**config.mk**
```make
export PLATFORM = sky130hd
export DESIGN_NAME = fraction_arith_reduce_core
export DESIGN_NICKNAME = d
export VERILOG_FILES = /design/src/rtl/core/far_pkg.sv /design/src/rtl/core/fraction_arith_reduce_core.sv /design/src/rtl/core/far_ctrl.sv /design/src/rtl/core/far_datapath.sv
export SDC_FILE = /design/constraint.sdc
export NUM_CORES = 2
export LEC_CHECK = 0
export CAP_MARGIN = 20
export CORE_MARGIN = 4
export CORE_UTILIZATION = 51
export DETAILED_ROUTE_END_ITERATION = 6
export DONT_BUFFER_PORTS = 1
export HOLD_SLACK_MARGIN = 0.1
export PLACE_DENSITY = 0.69
export SYNTH_ARGS = -nofsm -noshare
export SYNTH_HDL_FRONTEND = slang
export SYNTH_SLANG_ARGS = --single-unit
export TNS_END_PERCENT = 5
```
**constraint.sdc**
```tcl
create_clock -name clk -period 15.75 [get_ports clk]
set_clock_uncertainty 0.15 [all_clocks]
set_input_delay 2.3625 -clock clk [delete_from_list [all_inputs] [get_ports clk]]
set_output_delay 2.3625 -clock clk [all_outputs]
set_load 0.01 [all_outputs]
```
**src/rtl/core/far_pkg.sv**
```systemverilog
package far_pkg;

	localparam int OPERAND_WIDTH = 16;
	localparam int PROD_W        = 2 * OPERAND_WIDTH;
	localparam int SUM_W         = PROD_W + 1;
	localparam int MAG_W         = PROD_W;
	localparam int NUM_W         = 33;
	localparam int DEN_W         = 31;
	localparam int CNT_W         = $clog2(MAG_W);

	typedef enum logic [1:0] {
		CMD_ADD = 2'd0,
		CMD_SUB = 2'd1,
		CMD_MUL = 2'd2,
		CMD_DIV = 2'd3
	} cmd_t;

	typedef enum logic [1:0] {
		MS_X = 2'd0,
		MS_Y = 2'd1,
		MS_C = 2'd2
	} mul_sel_t;

	typedef struct packed {
		logic     load;
		logic     mul_en;
		mul_sel_t mul_sel;
		logic     form;
		logic     gcd_init;
		logic     gcd_step;
		logic     div_init;
		logic     div_step;
		logic     out_load;
	} dp_cmd_t;

	typedef struct packed {
		logic zero_case;
		logic gcd_done;
		logic div_last;
	} dp_sts_t;

endpackage

```
**src/rtl/core/fraction_arith_reduce_core.sv**
```systemverilog
// Rational add, subtract, multiply and divide of two signed 16-bit fractions, reduced to
// lowest terms with the sign on the numerator and a positive denominator (0/1 for a zero
// result, zero_divisor with zero fields when the raw denominator is zero). One word is
// worked at a time: accept, three products on the shared 16x16 multiplier, form and check
// the raw fraction, then a binary gcd loop of one shift or subtract per cycle until it ends
// (data dependent, on the 32-bit numerator and 31-bit denominator magnitudes) and a
// restoring division of numerator and denominator by the gcd, then into the output
// register. Zero cases skip the gcd and division. A new word is taken while a finished
// result waits in the output register.
module fraction_arith_reduce_core
	import far_pkg::*;
(
	input  logic                            clk,
	input  logic                            arst_n,
	input  logic                            item_valid,
	output logic                            item_ready,
	input  logic [1:0]                      cmd,
	input  logic signed [OPERAND_WIDTH-1:0] left_num,
	input  logic signed [OPERAND_WIDTH-1:0] left_den,
	input  logic signed [OPERAND_WIDTH-1:0] right_num,
	input  logic signed [OPERAND_WIDTH-1:0] right_den,
	output logic                            result_valid,
	input  logic                            result_ready,
	output logic signed [NUM_W-1:0]         result_num,
	output logic [DEN_W-1:0]                result_den,
	output logic                            zero_divisor
);

	dp_cmd_t dcmd;
	dp_sts_t sts;

	far_ctrl u_ctrl (
		.clk          (clk),
		.arst_n       (arst_n),
		.item_valid   (item_valid),
		.item_ready   (item_ready),
		.result_valid (result_valid),
		.result_ready (result_ready),
		.sts          (sts),
		.dcmd         (dcmd)
	);

	far_datapath u_datapath (
		.clk          (clk),
		.cmd          (cmd),
		.left_num     (left_num),
		.left_den     (left_den),
		.right_num    (right_num),
		.right_den    (right_den),
		.dcmd         (dcmd),
		.sts          (sts),
		.result_num   (result_num),
		.result_den   (result_den),
		.zero_divisor (zero_divisor)
	);

endmodule

```
**src/rtl/core/far_ctrl.sv**
```systemverilog
module far_ctrl
	import far_pkg::*;
(
	input  logic    clk,
	input  logic    arst_n,
	input  logic    item_valid,
	output logic    item_ready,
	output logic    result_valid,
	input  logic    result_ready,
	input  dp_sts_t sts,
	output dp_cmd_t dcmd
);

	typedef enum logic [8:0] {
		ST_IDLE   = 9'b000000001,
		ST_MUL_X  = 9'b000000010,
		ST_MUL_Y  = 9'b000000100,
		ST_MUL_C  = 9'b000001000,
		ST_FORM   = 9'b000010000,
		ST_CHECK  = 9'b000100000,
		ST_GCD    = 9'b001000000,
		ST_DIV    = 9'b010000000,
		ST_FINISH = 9'b100000000
	} state_t;

	state_t state_q, state_d;
	logic   result_valid_q;

	always_comb begin
		dcmd       = '0;
		state_d    = state_q;
		item_ready = 1'b0;
		case (state_q)
			ST_IDLE: begin
				item_ready = 1'b1;
				if (item_valid) begin
					dcmd.load = 1'b1;
					state_d   = ST_MUL_X;
				end
			end
			ST_MUL_X: begin
				dcmd.mul_en  = 1'b1;
				dcmd.mul_sel = MS_X;
				state_d      = ST_MUL_Y;
			end
			ST_MUL_Y: begin
				dcmd.mul_en  = 1'b1;
				dcmd.mul_sel = MS_Y;
				state_d      = ST_MUL_C;
			end
			ST_MUL_C: begin
				dcmd.mul_en  = 1'b1;
				dcmd.mul_sel = MS_C;
				state_d      = ST_FORM;
			end
			ST_FORM: begin
				dcmd.form = 1'b1;
				state_d   = ST_CHECK;
			end
			ST_CHECK: begin
				if (sts.zero_case) begin
					state_d = ST_FINISH;
				end else begin
					dcmd.gcd_init = 1'b1;
					state_d       = ST_GCD;
				end
			end
			ST_GCD: begin
				if (sts.gcd_done) begin
					dcmd.div_init = 1'b1;
					state_d       = ST_DIV;
				end else begin
					dcmd.gcd_step = 1'b1;
				end
			end
			ST_DIV: begin
				dcmd.div_step = 1'b1;
				if (sts.div_last) begin
					state_d = ST_FINISH;
				end
			end
			ST_FINISH: begin
				if (!result_valid_q || result_ready) begin
					dcmd.out_load = 1'b1;
					state_d       = ST_IDLE;
				end
			end
			default: begin
				state_d = ST_IDLE;
			end
		endcase
	end

	always_ff @(posedge clk or negedge arst_n) begin
		if (!arst_n) begin
			state_q        <= ST_IDLE;
			result_valid_q <= 1'b0;
		end else begin
			state_q <= state_d;
			if (dcmd.out_load) begin
				result_valid_q <= 1'b1;
			end else if (result_ready) begin
				result_valid_q <= 1'b0;
			end
		end
	end

	assign result_valid = result_valid_q;

endmodule

```
**src/rtl/core/far_datapath.sv**
```systemverilog
module far_datapath
	import far_pkg::*;
(
	input  logic                            clk,
	input  logic [1:0]                      cmd,
	input  logic signed [OPERAND_WIDTH-1:0] left_num,
	input  logic signed [OPERAND_WIDTH-1:0] left_den,
	input  logic signed [OPERAND_WIDTH-1:0] right_num,
	input  logic signed [OPERAND_WIDTH-1:0] right_den,
	input  dp_cmd_t                         dcmd,
	output dp_sts_t                         sts,
	output logic signed [NUM_W-1:0]         result_num,
	output logic [DEN_W-1:0]                result_den,
	output logic                            zero_divisor
);

	cmd_t                            op_q;
	logic signed [OPERAND_WIDTH-1:0] ln_q, ld_q, rn_q, rd_q;
	logic signed [OPERAND_WIDTH-1:0] ma, mb;
	logic signed [PROD_W-1:0]        prod;
	logic signed [PROD_W-1:0]        px_q, py_q, pc_q;
	logic signed [SUM_W-1:0]         px_ext, pc_ext, x_sum;
	logic signed [SUM_W-1:0]         x_q;
	logic signed [PROD_W-1:0]        y_q;
	logic                            x_zero_q, y_zero_q, neg_q;
	logic [SUM_W-1:0]                x_abs;
	logic [MAG_W-1:0]                y_abs;
	logic [MAG_W-1:0]                a_q, b_q, nx_q, ny_q, g_q;
	logic [CNT_W-1:0]                k_q, cnt_q;
	logic [MAG_W-1:0]                qx_q, qy_q;
	logic [MAG_W:0]                  rx_q, ry_q;
	logic [MAG_W:0]                  rx_sh, ry_sh, g_ext;
	logic                            gex, gey;
	logic [NUM_W-1:0]                num_mag;
	logic signed [NUM_W-1:0]         result_num_q;
	logic [DEN_W-1:0]                result_den_q;
	logic                            zero_divisor_q;

	// shared multiplier operand select
	always_comb begin
		ma = ln_q;
		mb = rd_q;
		case (dcmd.mul_sel)
			MS_X: begin
				ma = ln_q;
				mb = (op_q == CMD_MUL) ? rn_q : rd_q;
			end
			MS_Y: begin
				ma = ld_q;
				mb = (op_q == CMD_DIV) ? rn_q : rd_q;
			end
			MS_C: begin
				ma = rn_q;
				mb = ld_q;
			end
			default: begin
				ma = ln_q;
				mb = rd_q;
			end
		endcase
	end

	assign prod = PROD_W'(ma) * PROD_W'(mb);

	assign px_ext = {px_q[PROD_W-1], px_q};
	assign pc_ext = {pc_q[PROD_W-1], pc_q};

	always_comb begin
		case (op_q)
			CMD_ADD: x_sum = px_ext + pc_ext;
			CMD_SUB: x_sum = px_ext - pc_ext;
			default: x_sum = px_ext;
		endcase
	end

	assign x_abs = x_q[SUM_W-1] ? SUM_W'(-x_q) : SUM_W'(x_q);
	assign y_abs = y_q[PROD_W-1] ? MAG_W'(-y_q) : MAG_W'(y_q);

	// restoring division step, both quotients share the divisor
	assign g_ext = {1'b0, g_q};
	assign rx_sh = {rx_q[MAG_W-1:0], qx_q[MAG_W-1]};
	assign ry_sh = {ry_q[MAG_W-1:0], qy_q[MAG_W-1]};
	assign gex   = rx_sh >= g_ext;
	assign gey   = ry_sh >= g_ext;

	always_ff @(posedge clk) begin
		if (dcmd.load) begin
			op_q <= cmd_t'(cmd);
			ln_q <= left_num;
			ld_q <= left_den;
			rn_q <= right_num;
			rd_q <= right_den;
		end
		if (dcmd.mul_en) begin
			case (dcmd.mul_sel)
				MS_X:    px_q <= prod;
				MS_Y:    py_q <= prod;
				MS_C:    pc_q <= prod;
				default: px_q <= prod;
			endcase
		end
		if (dcmd.form) begin
			x_q      <= x_sum;
			y_q      <= py_q;
			x_zero_q <= (x_sum == '0);
			y_zero_q <= (py_q == '0);
			neg_q    <= x_sum[SUM_W-1] ^ py_q[PROD_W-1];
		end
		if (dcmd.gcd_init) begin
			a_q  <= x_abs[MAG_W-1:0];
			b_q  <= y_abs;
			nx_q <= x_abs[MAG_W-1:0];
			ny_q <= y_abs;
			k_q  <= '0;
		end else if (dcmd.gcd_step) begin
			if (!a_q[0] && !b_q[0]) begin
				a_q <= a_q >> 1;
				b_q <= b_q >> 1;
				k_q <= k_q + 1'b1;
			end else if (!a_q[0]) begin
				a_q <= a_q >> 1;
			end else if (!b_q[0]) begin
				b_q <= b_q >> 1;
			end else if (a_q > b_q) begin
				a_q <= b_q;
				b_q <= a_q - b_q;
			end else begin
				b_q <= b_q - a_q;
			end
		end
		if (dcmd.div_init) begin
			g_q   <= a_q << k_q;
			qx_q  <= nx_q;
			qy_q  <= ny_q;
			rx_q  <= '0;
			ry_q  <= '0;
			cnt_q <= '0;
		end else if (dcmd.div_step) begin
			rx_q  <= gex ? rx_sh - g_ext : rx_sh;
			ry_q  <= gey ? ry_sh - g_ext : ry_sh;
			qx_q  <= {qx_q[MAG_W-2:0], gex};
			qy_q  <= {qy_q[MAG_W-2:0], gey};
			cnt_q <= cnt_q + 1'b1;
		end
		if (dcmd.out_load) begin
			zero_divisor_q <= y_zero_q;
			if (y_zero_q) begin
				result_num_q <= '0;
				result_den_q <= '0;
			end else if (x_zero_q) begin
				result_num_q <= '0;
				result_den_q <= DEN_W'(1);
			end else begin
				result_num_q <= neg_q ? -$signed(num_mag) : $signed(num_mag);
				result_den_q <= DEN_W'(qy_q);
			end
		end
	end

	assign num_mag = NUM_W'(qx_q);

	assign sts.zero_case = x_zero_q | y_zero_q;
	assign sts.gcd_done  = (b_q == '0);
	assign sts.div_last  = (cnt_q == CNT_W'(MAG_W - 1));

	assign result_num   = result_num_q;
	assign result_den   = result_den_q;
	assign zero_divisor = zero_divisor_q;

endmodule

```
==> results list <==
- For this run, the top clock speed supported by timing is about 100 MHz.
- Detail-routed net length per standard cell: between 20 and 25 um
* Area of the mapped netlist: 45260 um^2
- Crit-path max cell delay: ~740 ps
* GRT Resource Usage Total: around a quarter
- Ranked by total cell area, the synthesized netlist is headed by edfxtp_1, fa_1, ha_1.
* Synthesized-area fraction occupied by ao, oa, aoi and oai cells: 14.25%
- Most used standard cell by instance count after synthesis: nand2_1
- Setup violations remaining at the end of the flow were counted as 0.
* Total of cells resized after clock tree synthesis: 0
* Standard cell with the maximum stage delay on the critical path: a21oi_1
* Top-level port count: between 100 and 150
- The number of nets in the synthesized netlist is roughly 5300.
- After synthesis, the share of flip-flops with an asynchronous set or reset is 1.658%.
- Overall die height: slightly above 300 um
* Clock-pin slew reported for the worst setup and hold paths after clock tree synthesis: roughly 60 ps
* TritonCTS buffer count: 70
- Summing the areas of all xor and xnor instances in the mapped netlist gives approximately 5.1% of the synthesized area.
* Top post-synthesis cells by count: nand2_1, edfxtp_1, inv_1
- Dominant combinational cell family by area after synthesis: adder cells
* Number of I/O port buffers: 0
* Cell type contributing the most total cell area after synthesis: edfxtp_1
- Post-route minimum period: 9604 ps
- The final route contains around 34000 vias.
* Setup repair after global routing missed its margin: false
- TritonCTS built the clock tree.
- Required time of the critical path: roughly 16000 ps
- The initial antenna violation count was 2.
* Kind of cell adding the most delay to the critical path: adder cells
- In the routed design, unresolved DRC markers number 0.
* Crit path top cell by count: fa_1
- The worst setup path is of the flip-flop to flip-flop kind.
- The worst setup path is captured at a flip-flop.
- CP Data Arrival Time: approximately 9800 ps
- Flip-flop and latch count after synthesis: about 600
- Part of the cycle the worst path needs: slightly above 60%
- Fraction of layout cells with a size suffix above 1: approximately 5.4%
* Antenna Nets Post-Route: 0
- Run status: finished clean
* Buffer count from post-CTS setup fixing: 0
- The final layout contains between 5000 and 6000 nets.
* Total number of H-tree levels: 3
- Synth Area per Inst: ~9.7 um^2
- The first detailed-routing pass ran for 6 iterations.
- After synthesis, flip-flops and latches occupy between 30% and 40% of the total area.
- Most used flip-flop cell after synthesis: edfxtp_1
- After Yosys synthesis, and, or, nand and nor cells account for 14.56% of the synthesized area.
* Initial cell density of the core: 51.77%
* Fraction of the mapped netlist area in adder cells: between 10% and 20%
* Final count of hold timing violations: 0
- Routed WL: between 100000 and 150000 um
* Number of pins with negative max-slew slack in the final report: 0
* Yosys warnings: 0
* Area fraction of the dominant cell type after synthesis: approximately 34%
- Startpoint kind of the worst setup timing path: flip-flop
- Using the TritonRoute via totals, the vias-per-cell ratio works out to approximately 5.9.
- From synthesis to final layout, the design area changed by 7.521%.
- Row cnt: between 100 and 150
* Cts hold-fix bufs: 0
- The via count of the first global-routing pass is 33220.
- The first global-routing pass estimated between 150000 and 200000 um of wire.
- Post-DP HPWL: roughly 97000 um
- Synthesis produced a netlist whose cell count is between 4000 and 5000.
- Post-synth EDFFs: 519
- Largest net degree at the start of global routing: 75
- Actual slew at the worst max-slew pin: around 1000 ps
- The worst hold path belongs to the class flip-flop to flip-flop.
* Weighted congestion at the end of routability-driven global placement: around 0.96
- Buf+Inv Stages, Crit Path: 4
- Final TNS setup: 0 ps
- Die Wd: slightly above 300 um
- Clock latency of the later-clocked register in the worst-skew pair: 650 ps
- Max-cap violations in this run came to 0.
- After the first detailed-routing iteration, the DRC count stood at between 3000 and 4000.
- Yosys mapped the design onto 97 distinct sky130hd cell types.
- Root buffer cell: clkbuf_16
* Overall die area: around 94000 um^2
- No sink is reached through more buffers than the 3 on the longest clock path.
* Core area: between 80000 and 90000 um^2
* Sinks on the clock net: between 600 and 700
* Post-route worst hold slack: around 310 ps
* Grt total ovfl: 0
- Multiplexer cells account for roughly 3.1% of the synthesized area.
- Crit-path max FO: 16
- Remaining max-slew budget at the tightest pin: 32.10%
==> cell families after synthesis <==
group                    Yosys count
adder cells (fa/ha/maj)          523
AND/OR/NAND/NOR                 1474
buffers and inverters            681
multiplexers                     116
XOR/XNOR                         264
flip-flops                       603
AO/OA/AOI/OAI                   1022
==> cells in the final DEF (no fill, tap or decap), types with 42 or more instances in the layout <==
cell and count:
edfxtp_1 519, nand2_1 597, a21oi_1 300, mux2i_1 80, xor2_1 96, ha_1 255, fa_1 267, dfxtp_1 72
and2_1 46, nor3_1 53, nand3_1 42, a21o_1 102, nor2_1 448, o21ai_0 245, buf_4 47, xnor2_1 168
clkbuf_16 72, inv_1 478, nand2b_1 53
==> registers in the layout, indices dropped and copies added (netlist names), 31 cells and up <==
register,cells
u_datapath.a_q,32
u_datapath.b_q,32
u_datapath.g_q,32
u_datapath.nx_q,32
u_datapath.ny_q,32
u_datapath.pc_q,32
u_datapath.px_q,32
u_datapath.py_q,32
u_datapath.qx_q,32
u_datapath.qy_q,32
u_datapath.result_den,31
u_datapath.result_num,33
u_datapath.rx_q,32
u_datapath.ry_q,32
u_datapath.x_q,33
u_datapath.y_q,32
==> layout make-up <==
type / count / area (um^2)
Fill cell: 7550 / 38760
Multi-Input combinational cell: 3399 / 25390
Sequential cell: 603 / 17320
Clock buffer: 86 / 1864
Inverter: 483 / 1815
Tap cell: 1155 / 1445
Clock inverter: 41 / 444.2
Timing Repair Buffer: 49 / 387.9
Antenna cell: 1 / 2.502
==> per-stage QoR <==
stage	utilization [%]	std cells	setup WS [ps]	cell area, um^2
2_1_floorplan	-	4683	6698	45260
3_3_place_gp	52.98	5687	5905	46320
3_5_place_dp	53.02	5688	6078	46350
4_1_cts	55.66	5815	6074	48660
5_1_grt	55.66	5816	5523	48670
6_report	55.67	5817	6146	48670
==> per-layer routing <==
metal | track usage [%] | part of all wire, % | wire length (um)
met3 | 5.784 | 10 | 12480
met5 | 0 | 0.0096 | 12
met2 | 38.97 | 42 | 52960
met1 | 39.04 | 44 | 55410
met4 | 8.874 | 3.5 | 4359
==> final timing paths <==
| path | start | endpoint | slack (ps) | depth (start not counted) |
|---|---|---|---|---|
| max | u_ctrl.state_q[1]$_DFFE_PN0P_ | u_datapath.px_q[31]$_DFFE_PP_ | 6150 | 28 |
| min | u_datapath.py_q[20]$_DFFE_PP_ | u_datapath.y_q[20]$_DFFE_PP_ | 310 | 0 |
| max reg2reg | u_ctrl.state_q[1]$_DFFE_PN0P_ | u_datapath.px_q[31]$_DFFE_PP_ | 6150 | 28 |
| min reg2reg | u_datapath.py_q[20]$_DFFE_PP_ | u_datapath.y_q[20]$_DFFE_PP_ | 310 | 0 |
| max in group asynchronous | arst_n | u_ctrl.state_q[0]$_DFFE_PN1P_ | 13980 | 0 |
| min in group asynchronous | arst_n | u_ctrl.result_valid$_DFFE_PN0P_ | 1270 | 0 |
Power is left out: the tool's default activity adds up to more than one toggle a clock period on the data nets, which glitch-free logic cannot reach.
